$ cat src/rtl/csa_pkg.sv
package csa_pkg;

  localparam int Width = 32;
  localparam int DivSteps = Width;
  localparam int CntW = $clog2(DivSteps + 1);
  localparam int QueueDepth = 4;
  localparam int QPtrW = $clog2(QueueDepth);

  localparam logic [2:0] OP_ADD = 3'd0;
  localparam logic [2:0] OP_SUB = 3'd1;
  localparam logic [2:0] OP_MUL = 3'd2;
  localparam logic [2:0] OP_DIV = 3'd3;
  localparam logic [2:0] OP_ABS = 3'd4;

  localparam logic [1:0] ST_OK   = 2'd0;
  localparam logic [1:0] ST_OVF  = 2'd1;
  localparam logic [1:0] ST_DIV0 = 2'd2;

  localparam logic [Width-1:0] MinVal = {1'b1, {(Width-1){1'b0}}};
  localparam logic [Width-1:0] MaxVal = {1'b0, {(Width-1){1'b1}}};
  localparam logic [Width-1:0] NegOne = {Width{1'b1}};

  typedef enum logic [1:0] {
    KIND_IMM = 2'd0,
    KIND_MUL = 2'd1,
    KIND_DIV = 2'd2
  } kind_t;

  // classified work item handed from front to back
  typedef struct packed {
    kind_t            kind;
    logic             neg;
    logic [1:0]       st;
    logic [Width-1:0] res;
    logic [Width-1:0] ma;
    logic [Width-1:0] mb;
  } item_t;

endpackage

$ cat src/rtl/csa_if.sv
interface csa_req_if;
  logic                              valid;
  logic                              ready;
  logic [2:0]                        req_type;
  logic signed [csa_pkg::Width-1:0]  operand_a;
  logic signed [csa_pkg::Width-1:0]  operand_b;

  modport source (output valid, req_type, operand_a, operand_b, input ready);
  modport sink (input valid, req_type, operand_a, operand_b, output ready);
endinterface

interface csa_rsp_if;
  logic                              valid;
  logic                              ready;
  logic signed [csa_pkg::Width-1:0]  result;
  logic [1:0]                        status;

  modport source (output valid, result, status, input ready);
  modport sink (input valid, result, status, output ready);
endinterface

$ cat src/rtl/csa_front.sv
module csa_front (
  input  logic [2:0]               req_type,
  input  logic [csa_pkg::Width-1:0] a,
  input  logic [csa_pkg::Width-1:0] b,
  output csa_pkg::item_t           item
);

  logic [csa_pkg::Width-1:0] sum;
  logic [csa_pkg::Width-1:0] diff;
  logic [csa_pkg::Width-1:0] ma;
  logic [csa_pkg::Width-1:0] mb;
  logic                      sa;
  logic                      sb;

  assign sa   = a[csa_pkg::Width-1];
  assign sb   = b[csa_pkg::Width-1];
  assign sum  = a + b;
  assign diff = a - b;
  assign ma   = sa ? (~a + 1'b1) : a;
  assign mb   = sb ? (~b + 1'b1) : b;

  always_comb begin
    item.kind = csa_pkg::KIND_IMM;
    item.neg  = sa ^ sb;
    item.st   = csa_pkg::ST_OK;
    item.res  = '0;
    item.ma   = ma;
    item.mb   = mb;
    unique case (req_type)
      csa_pkg::OP_ADD: begin
        if (sa == sb && sum[csa_pkg::Width-1] != sa) item.st = csa_pkg::ST_OVF;
        else item.res = sum;
      end
      csa_pkg::OP_SUB: begin
        if (sa != sb && diff[csa_pkg::Width-1] != sa) item.st = csa_pkg::ST_OVF;
        else item.res = diff;
      end
      csa_pkg::OP_MUL: item.kind = csa_pkg::KIND_MUL;
      csa_pkg::OP_DIV: begin
        if (b == '0) item.st = csa_pkg::ST_DIV0;
        else if (a == csa_pkg::MinVal && b == csa_pkg::NegOne) item.st = csa_pkg::ST_OVF;
        else item.kind = csa_pkg::KIND_DIV;
      end
      csa_pkg::OP_ABS: begin
        if (a == csa_pkg::MinVal) item.st = csa_pkg::ST_OVF;
        else item.res = ma;
      end
      default: item.st = csa_pkg::ST_OVF;
    endcase
  end

endmodule

$ cat src/rtl/csa_queue.sv
module csa_queue (
  input  logic           clk,
  input  logic           rst_n,
  input  logic           push,
  input  csa_pkg::item_t push_item,
  output logic           full,
  input  logic           pop,
  output logic           head_valid,
  output csa_pkg::item_t head_item
);

  csa_pkg::item_t              mem_r [csa_pkg::QueueDepth];
  logic [csa_pkg::QPtrW-1:0]   wr_ptr_r, wr_ptr_nxt;
  logic [csa_pkg::QPtrW-1:0]   rd_ptr_r, rd_ptr_nxt;
  logic [csa_pkg::QPtrW:0]     cnt_r, cnt_nxt;

  assign full       = (cnt_r == (csa_pkg::QPtrW+1)'(csa_pkg::QueueDepth));
  assign head_valid = (cnt_r != '0);
  assign head_item  = mem_r[rd_ptr_r];

  always_comb begin
    wr_ptr_nxt = push ? wr_ptr_r + 1'b1 : wr_ptr_r;
    rd_ptr_nxt = pop ? rd_ptr_r + 1'b1 : rd_ptr_r;
    cnt_nxt    = cnt_r + (csa_pkg::QPtrW+1)'(push) - (csa_pkg::QPtrW+1)'(pop);
  end

  always_ff @(posedge clk) begin
    if (!rst_n) begin
      wr_ptr_r <= '0;
      rd_ptr_r <= '0;
      cnt_r    <= '0;
    end else begin
      wr_ptr_r <= wr_ptr_nxt;
      rd_ptr_r <= rd_ptr_nxt;
      cnt_r    <= cnt_nxt;
    end
  end

  always_ff @(posedge clk) begin
    if (push) mem_r[wr_ptr_r] <= push_item;
  end

endmodule

$ cat src/rtl/csa_back.sv
module csa_back (
  input  logic                      clk,
  input  logic                      rst_n,
  input  logic                      head_valid,
  input  csa_pkg::item_t            head_item,
  output logic                      pop,
  output logic                      out_valid,
  input  logic                      out_ready,
  output logic [csa_pkg::Width-1:0] out_result,
  output logic [1:0]                out_status
);

  localparam int W = csa_pkg::Width;

  logic                  s1_v_r, s1_v_nxt;
  csa_pkg::kind_t        kind_r;
  logic                  neg_r;
  logic [1:0]            st_r;
  logic [W-1:0]          res_r;
  logic [W-1:0]          mb_r;
  logic [2*W-1:0]        prod_r;
  logic [W-1:0]          quo_r;
  logic [W-1:0]          rem_r;
  logic [csa_pkg::CntW-1:0] cnt_r;

  logic                  ov_r, ov_nxt;
  logic [W-1:0]          ores_r;
  logic [1:0]            ost_r;

  logic                  done;
  logic                  adv;
  logic [W:0]            rem_sh;
  logic [W:0]            trial;
  logic [2*W-1:0]        limit;
  logic [W-1:0]          fin_res;
  logic [1:0]            fin_st;

  assign done = (kind_r != csa_pkg::KIND_DIV) || (cnt_r == '0);
  assign adv  = s1_v_r && done && (!ov_r || out_ready);
  assign pop  = head_valid && (!s1_v_r || adv);

  // one restoring divide step per cycle
  assign rem_sh = {rem_r, quo_r[W-1]};
  assign trial  = rem_sh - {1'b0, mb_r};
  assign limit  = neg_r ? (2*W)'(csa_pkg::MinVal) : (2*W)'(csa_pkg::MaxVal);

  always_comb begin
    fin_res = res_r;
    fin_st  = st_r;
    case (kind_r)
      csa_pkg::KIND_MUL: begin
        if (prod_r > limit) begin
          fin_st  = csa_pkg::ST_OVF;
          fin_res = '0;
        end else begin
          fin_st  = csa_pkg::ST_OK;
          fin_res = neg_r ? (~prod_r[W-1:0] + 1'b1) : prod_r[W-1:0];
        end
      end
      csa_pkg::KIND_DIV: begin
        fin_st  = csa_pkg::ST_OK;
        fin_res = neg_r ? (~quo_r + 1'b1) : quo_r;
      end
      default: ;
    endcase
  end

  always_comb begin
    s1_v_nxt = pop ? 1'b1 : (adv ? 1'b0 : s1_v_r);
    ov_nxt   = adv ? 1'b1 : ((ov_r && out_ready) ? 1'b0 : ov_r);
  end

  always_ff @(posedge clk) begin
    if (!rst_n) begin
      s1_v_r <= 1'b0;
      ov_r   <= 1'b0;
      cnt_r  <= '0;
    end else begin
      s1_v_r <= s1_v_nxt;
      ov_r   <= ov_nxt;
      if (pop) begin
        cnt_r <= (head_item.kind == csa_pkg::KIND_DIV) ?
                 csa_pkg::CntW'(csa_pkg::DivSteps) : '0;
      end else if (cnt_r != '0) begin
        cnt_r <= cnt_r - 1'b1;
      end
    end
  end

  always_ff @(posedge clk) begin
    if (pop) begin
      kind_r <= head_item.kind;
      neg_r  <= head_item.neg;
      st_r   <= head_item.st;
      res_r  <= head_item.res;
      mb_r   <= head_item.mb;
      prod_r <= head_item.ma * head_item.mb;
      quo_r  <= head_item.ma;
      rem_r  <= '0;
    end else if (cnt_r != '0) begin
      if (!trial[W]) begin
        rem_r <= trial[W-1:0];
        quo_r <= {quo_r[W-2:0], 1'b1};
      end else begin
        rem_r <= rem_sh[W-1:0];
        quo_r <= {quo_r[W-2:0], 1'b0};
      end
    end
    if (adv) begin
      ores_r <= fin_res;
      ost_r  <= fin_st;
    end
  end

  assign out_valid  = ov_r;
  assign out_result = ores_r;
  assign out_status = ost_r;

endmodule

$ cat src/rtl/checked_signed_alu.sv
// Overflow-checked signed ALU.
// in_req carries req_type (add, sub, mul, div, abs of A) and two signed
// operands; out_rsp returns result and status (ok, overflow, divide by zero).
// A transfer happens on a clock edge with valid and ready both high.
// The front classifies each request and settles add, sub, abs and all error
// cases but multiply overflow at once; a four-entry queue feeds the back end,
// which runs multiply (with its overflow check) through one 32x32 multiplier
// and divide through a radix-2 restoring divider, one step per quotient bit.
// A result passes from the queue through the back-end stage register to the
// output register. Throughput: one request per cycle while the queue has
// room; each divide holds the back end, and later requests collect in the queue.
// Results leave in request order from an output register. While out_rsp.ready
// is low the result holds, the back end stops and in_req.ready drops once the
// queue fills. Synchronous reset empties the queue and drops all valids.
module checked_signed_alu (
  input  logic      clk,
  input  logic      rst_n,
  csa_req_if.sink   in_req,
  csa_rsp_if.source out_rsp
);

  csa_pkg::item_t item;
  csa_pkg::item_t head_item;
  logic           full;
  logic           pop;
  logic           head_valid;
  logic           push;
  logic [csa_pkg::Width-1:0] res;

  assign in_req.ready = !full;
  assign push         = in_req.valid && !full;

  csa_front u_front (
    .req_type (in_req.req_type),
    .a        (in_req.operand_a),
    .b        (in_req.operand_b),
    .item     (item)
  );

  csa_queue u_queue (
    .clk        (clk),
    .rst_n      (rst_n),
    .push       (push),
    .push_item  (item),
    .full       (full),
    .pop        (pop),
    .head_valid (head_valid),
    .head_item  (head_item)
  );

  csa_back u_back (
    .clk        (clk),
    .rst_n      (rst_n),
    .head_valid (head_valid),
    .head_item  (head_item),
    .pop        (pop),
    .out_valid  (out_rsp.valid),
    .out_ready  (out_rsp.ready),
    .out_result (res),
    .out_status (out_rsp.status)
  );

  assign out_rsp.result = res;

endmodule
$ cat src/flat_wrapper.sv
// flat-port wrapper written by rule: the top's interface ports become plain ports
module checked_signed_alu_flat 
  (clk, rst_n, in_req_valid, in_req_req_type, in_req_operand_a, in_req_operand_b, in_req_ready, out_rsp_valid, out_rsp_result, out_rsp_status, out_rsp_ready);
  csa_req_if in_req_i ();
  csa_rsp_if out_rsp_i ();
  input  logic clk;
  input  logic rst_n;
  input wire logic [$bits(in_req_i.valid)-1:0] in_req_valid;
  input wire logic [$bits(in_req_i.req_type)-1:0] in_req_req_type;
  input wire logic [$bits(in_req_i.operand_a)-1:0] in_req_operand_a;
  input wire logic [$bits(in_req_i.operand_b)-1:0] in_req_operand_b;
  output wire logic [$bits(in_req_i.ready)-1:0] in_req_ready;
  output wire logic [$bits(out_rsp_i.valid)-1:0] out_rsp_valid;
  output wire logic [$bits(out_rsp_i.result)-1:0] out_rsp_result;
  output wire logic [$bits(out_rsp_i.status)-1:0] out_rsp_status;
  input wire logic [$bits(out_rsp_i.ready)-1:0] out_rsp_ready;
  assign in_req_i.valid = in_req_valid;
  assign in_req_i.req_type = in_req_req_type;
  assign in_req_i.operand_a = in_req_operand_a;
  assign in_req_i.operand_b = in_req_operand_b;
  assign in_req_ready = in_req_i.ready;
  assign out_rsp_valid = out_rsp_i.valid;
  assign out_rsp_result = out_rsp_i.result;
  assign out_rsp_status = out_rsp_i.status;
  assign out_rsp_i.ready = out_rsp_ready;
  checked_signed_alu u_core (.clk(clk), .rst_n(rst_n), .in_req(in_req_i), .out_rsp(out_rsp_i));
endmodule
$ cat config.mk
export PLATFORM = sky130hd
export DESIGN_NAME = checked_signed_alu_flat
export DESIGN_NICKNAME = d
export VERILOG_FILES = /design/src/rtl/csa_pkg.sv /design/src/rtl/csa_if.sv /design/src/rtl/csa_front.sv /design/src/rtl/csa_queue.sv /design/src/rtl/csa_back.sv /design/src/rtl/checked_signed_alu.sv /design/src/flat_wrapper.sv
export SDC_FILE = /design/constraint.sdc
export NUM_CORES = 2
export LEC_CHECK = 0
export CORE_UTILIZATION = 35
export CTS_BUF_LIST = sky130_fd_sc_hd__clkbuf_16
export DETAILED_ROUTE_END_ITERATION = 8
export DONT_BUFFER_PORTS = 1
export SETUP_SLACK_MARGIN = 0.1
export SYNTH_ARGS = -nofsm -noshare
export SYNTH_HDL_FRONTEND = slang
export SYNTH_SLANG_ARGS = --single-unit
$ cat constraint.sdc
create_clock -name clk -period 9.2 [get_ports clk]
set_input_delay 0.46 -clock clk [delete_from_list [all_inputs] [get_ports clk]]
set_output_delay 0.46 -clock clk [all_outputs]
set_load 0.1 [all_outputs]
==> impl_metrics.xml <==
<?xml version="1.0" encoding="UTF-8"?>
<metrics>
  <group name="clocking">
    <metric name="clk_transition_reported_paths" unit="ns">0.06</metric>
    <metric name="cts_tree" unit="">yes</metric>
    <metric name="cts.path.max_buffers" unit="">3</metric>
    <metric name="clock_tree.htree_level_count" unit="">3</metric>
    <metric name="clock_root_buffer" unit="">sky130_fd_sc_hd__clkbuf_16</metric>
    <metric name="clkLatencyLatePin" unit="ns">0.71</metric>
    <metric name="clock-sinks" unit="">652</metric>
    <metric name="cts_inserted_buffers" unit="">70</metric>
  </group>
  <group name="placement">
    <metric name="place_congestion" unit="">0.973</metric>
    <metric name="place_hpwl" unit="um">173000</metric>
    <metric name="placed_area" unit="mm2">0.0692</metric>
    <metric name="buffer_ports.inserted" unit="">0</metric>
  </group>
  <group name="critical_path">
    <metric name="critical_path.slowest_cell" unit="">sky130_fd_sc_hd__fa_1</metric>
    <metric name="required" unit="ns">9.63</metric>
    <metric name="timing.critical_path.to_type" unit="">flip-flop</metric>
    <metric name="critical-path-max-stage-delay" unit="ns">0.55</metric>
    <metric name="path_max_fanout" unit="">26</metric>
    <metric name="path_class" unit="">reg2reg</metric>
    <metric name="worstPathArrival" unit="ns">9.31</metric>
    <metric name="setup.worst_path.start_class" unit="">flip-flop</metric>
    <metric name="path_common_cell" unit="">sky130_fd_sc_hd__fa_1</metric>
  </group>
  <group name="detailed_routing">
    <metric name="first_iter_violations" unit="">4456</metric>
    <metric name="num_vias" unit="">47900</metric>
    <metric name="final_antenna_net_count" unit="">0</metric>
    <metric name="drc_errors" unit="">0</metric>
    <metric name="first_pass_iters" unit="">6</metric>
    <metric name="routed_via_density" unit="">5.35</metric>
    <metric name="wl_per_cell" unit="um">24.5</metric>
    <metric name="route.final.wire_length" unit="um">219000</metric>
  </group>
  <group name="synthesis">
    <metric name="synth_top_area_cell" unit="">sky130_fd_sc_hd__edfxtp_1</metric>
    <metric name="synth-edff-count" unit="">603</metric>
    <metric name="ys_seq_elements" unit="">652</metric>
    <metric name="synth.avg_cell_area" unit="um2">10.1</metric>
    <metric name="synth_nets" unit="">7801</metric>
    <metric name="ys.warnings.count" unit="">0</metric>
    <metric name="ys.flop_type" unit="">sky130_fd_sc_hd__edfxtp_1</metric>
    <metric name="yosysSeqAreaShare" unit="%">29.3</metric>
    <metric name="synth.cell_area" unit="mm2">0.0651</metric>
    <metric name="synth.area.top_cells" unit="">sky130_fd_sc_hd__edfxtp_1 (28%), sky130_fd_sc_hd__fa_1 (28%), sky130_fd_sc_hd__ha_1 (7.7%)</metric>
    <metric name="synthDistinctLibCells" unit="">87</metric>
    <metric name="synth_top_area_share" unit="%">27.8</metric>
    <metric name="synth_async_sr_flop_share" unit="%">0</metric>
    <metric name="syn_inst" unit="">6427</metric>
  </group>
  <group name="sta">
    <metric name="grt_setup_unrepaired" unit="">false</metric>
    <metric name="finalSetupViolations" unit="">0</metric>
    <metric name="fin_skew" unit="ns">0.0553</metric>
    <metric name="timing.final.max_slew_violations" unit="">0</metric>
    <metric name="worst_slew_pin_slew" unit="ns">1.15</metric>
    <metric name="max_clock_freq" unit="MHz">113</metric>
    <metric name="worst_slew_margin_rel" unit="%">23.1</metric>
    <metric name="final_period_demand_of_the_worst_path" unit="ns">8.88</metric>
    <metric name="finalHoldViolations" unit="">0</metric>
    <metric name="finalHoldWorstSlack" unit="ns">0.0608</metric>
    <metric name="final_min_period_over_clock_period" unit="%">96.6</metric>
  </group>
  <group name="cells_and_area">
    <metric name="postLayoutCellArea" unit="mm2">0.0720</metric>
    <metric name="final_core_utilization" unit="%">39.1</metric>
    <metric name="final_layout_size_suffix_gt1_share" unit="%">8.55</metric>
    <metric name="layout_common_cells" unit="">sky130_fd_sc_hd__inv_1 (1,017), sky130_fd_sc_hd__fa_1 (900), sky130_fd_sc_hd__nand2_1 (736)</metric>
    <metric name="nFillCells" unit="">18000</metric>
    <metric name="final_net_count" unit="">7810</metric>
    <metric name="layout.cells.most_common" unit="">sky130_fd_sc_hd__inv_1</metric>
    <metric name="area_growth_syn_to_fin" unit="%">10.5</metric>
  </group>
  <group name="job">
    <metric name="max-cap-violations" unit="">0</metric>
  </group>
  <group name="floorplanning">
    <metric name="core.rowCount" unit="">157</metric>
    <metric name="initial_core_utilization" unit="%">35.4</metric>
    <metric name="die_outline_height" unit="um">433</metric>
    <metric name="io-pin-count" unit="">107</metric>
    <metric name="total_core_area" unit="mm2">0.184</metric>
    <metric name="die-area" unit="mm2">0.188</metric>
    <metric name="die-width" unit="um">433</metric>
  </group>
  <group name="global_routing">
    <metric name="grt_start_max_net_pins" unit="">92</metric>
    <metric name="gr-total-overflow" unit="">0</metric>
    <metric name="via_count_of_the_first_global_routing_pass" unit="">49200</metric>
    <metric name="antenna_found_initial" unit="">8</metric>
    <metric name="grt_pass1_wl" unit="um">325000</metric>
    <metric name="grt.total_usage" unit="%">23.4</metric>
  </group>
  <group name="outcome">
    <metric name="run_status" unit="">finished clean</metric>
  </group>
  <group name="worst_hold_path">
    <metric name="worstHoldPathType" unit="">in2reg</metric>
  </group>
</metrics>
==> synth_stat cells, drive strengths merged (24+ instances only) <==
cell	instances
inv	1003
fa	900
nand2	737
nor2	719
edfxtp	603
ha	403
o21ai	302
clkbuf	293
a21oi	196
xnor2	175
mux2i	66
mux2	61
a21o	60
xor2	55
o21a	53
o31ai	50
dfxtp	49
nor3	46
nand4	45
mux4	41
a22oi	38
and2	38
a31oi	36
nand3	36
o21bai	34
or3	29
buf	25
nor4	25
nor2b	24
==> through the flow <==
stage | cells | setup TNS, ns | setup slack, ns
after CTS | 8940 | 0 | 0.0737
final | 8956 | 0 | 0.317
after detailed placement | 8812 | -0.0141 | -0.0141
after floorplan | 6427 | 0 | 0.205
after global routing | 8954 | 0 | 0.0833
after global placement | 8812 | 0 | 0.0676
==> flip-flops by register name, indices dropped and copies added (netlist names), named ones only <==
name                      cells
u_core.u_queue.rd_ptr_r       2
u_core.u_queue.mem_r        404
u_core.u_back.res_r          32
u_core.u_back.st_r            2
u_core.u_queue.cnt_r          3
u_core.u_back.rem_r          32
u_core.u_back.s1_v_r          1
u_core.u_back.mb_r           32
u_core.u_back.kind_r          2
u_core.u_back.out_valid       1
u_core.u_back.out_result     32
u_core.u_back.out_status      2
u_core.u_back.cnt_r           6
u_core.u_back.neg_r           1
u_core.u_back.quo_r          32
u_core.u_back.prod_r         64
u_core.u_queue.wr_ptr_r       2
==> per-layer routing <==
metal | vias up | global-route usage [%] | part of all wire, %
met3 | 404 | 4.86 | 8.9
li1 | 21100 | - | -
met1 | 24400 | 31.3 | 41
met4 | 4 | 10.3 | 5.1
met2 | 2086 | 36.7 | 45
met5 | - | 0 | 0.015
==> worst paths after layout <==
| path | start | endpoint | slack [ns] | cells past startpoint |
|---|---|---|---|---|
| hold / removal | in_req_operand_a[31] | u_core.u_queue.mem_r[0][98] | 0.06 | 1 |
| setup reg to reg | flip-flop | u_core.u_back.prod_r[60] | 0.32 | 30 |
| setup / recovery | flip-flop | u_core.u_back.prod_r[60] | 0.32 | 30 |
| hold reg to reg | u_core.u_back.cnt_r[4] | u_core.u_back.cnt_r[4] | 0.48 | 2 |
==> cells by family after synthesis <==
family / after synthesis / share of synthesized area (%)
mux: 168 / 3.49
flops: 652 / 29.3
simple gates: 1778 / 11.5
buf+inv: 1341 / 7.77
compound gates: 955 / 9.45
fa+ha+maj: 1303 / 35.4
xor+xnor: 230 / 3.09
==> final cells by class <==
cell class | instances | area [um2] | area share, %
well taps | 2464 | 3080 | 4.28
diodes | 3 | 7.51 | 0.0104
clock inverters | 54 | 557 | 0.774
multi-input cells | 4434 | 41400 | 57.5
inverters | 1023 | 3850 | 5.35
clock buffers | 71 | 1780 | 2.47
repair buffers | 255 | 2240 | 3.12
flip-flops and latches | 652 | 19100 | 26.5
==> critical path, delay by kind of cell (launching register included) <==
kind                     cells  cell delay (ns)
multiplexers                 2             0.32
AO/OA/AOI/OAI                7             1.57
adder cells (fa/ha/maj)      9             4.30
AND/OR/NAND/NOR              5             0.84
buffers and inverters        7             1.15
flip-flops                   1             0.44
==> timing repair <==
item | 4_1_cts | 5_1_grt
cloned | 0 | 1
hold endpoints to repair | 24 | 0
setup endpoints to repair | 4 | 19
gates resized for setup | 4 | 53
setup buffers | 0 | 12
pin swaps | 0 | 4
hold buffers | 3 | 0
Power is left out: the tool's default activity adds up to more than one toggle a clock period on the data nets, which glitch-free logic cannot reach.
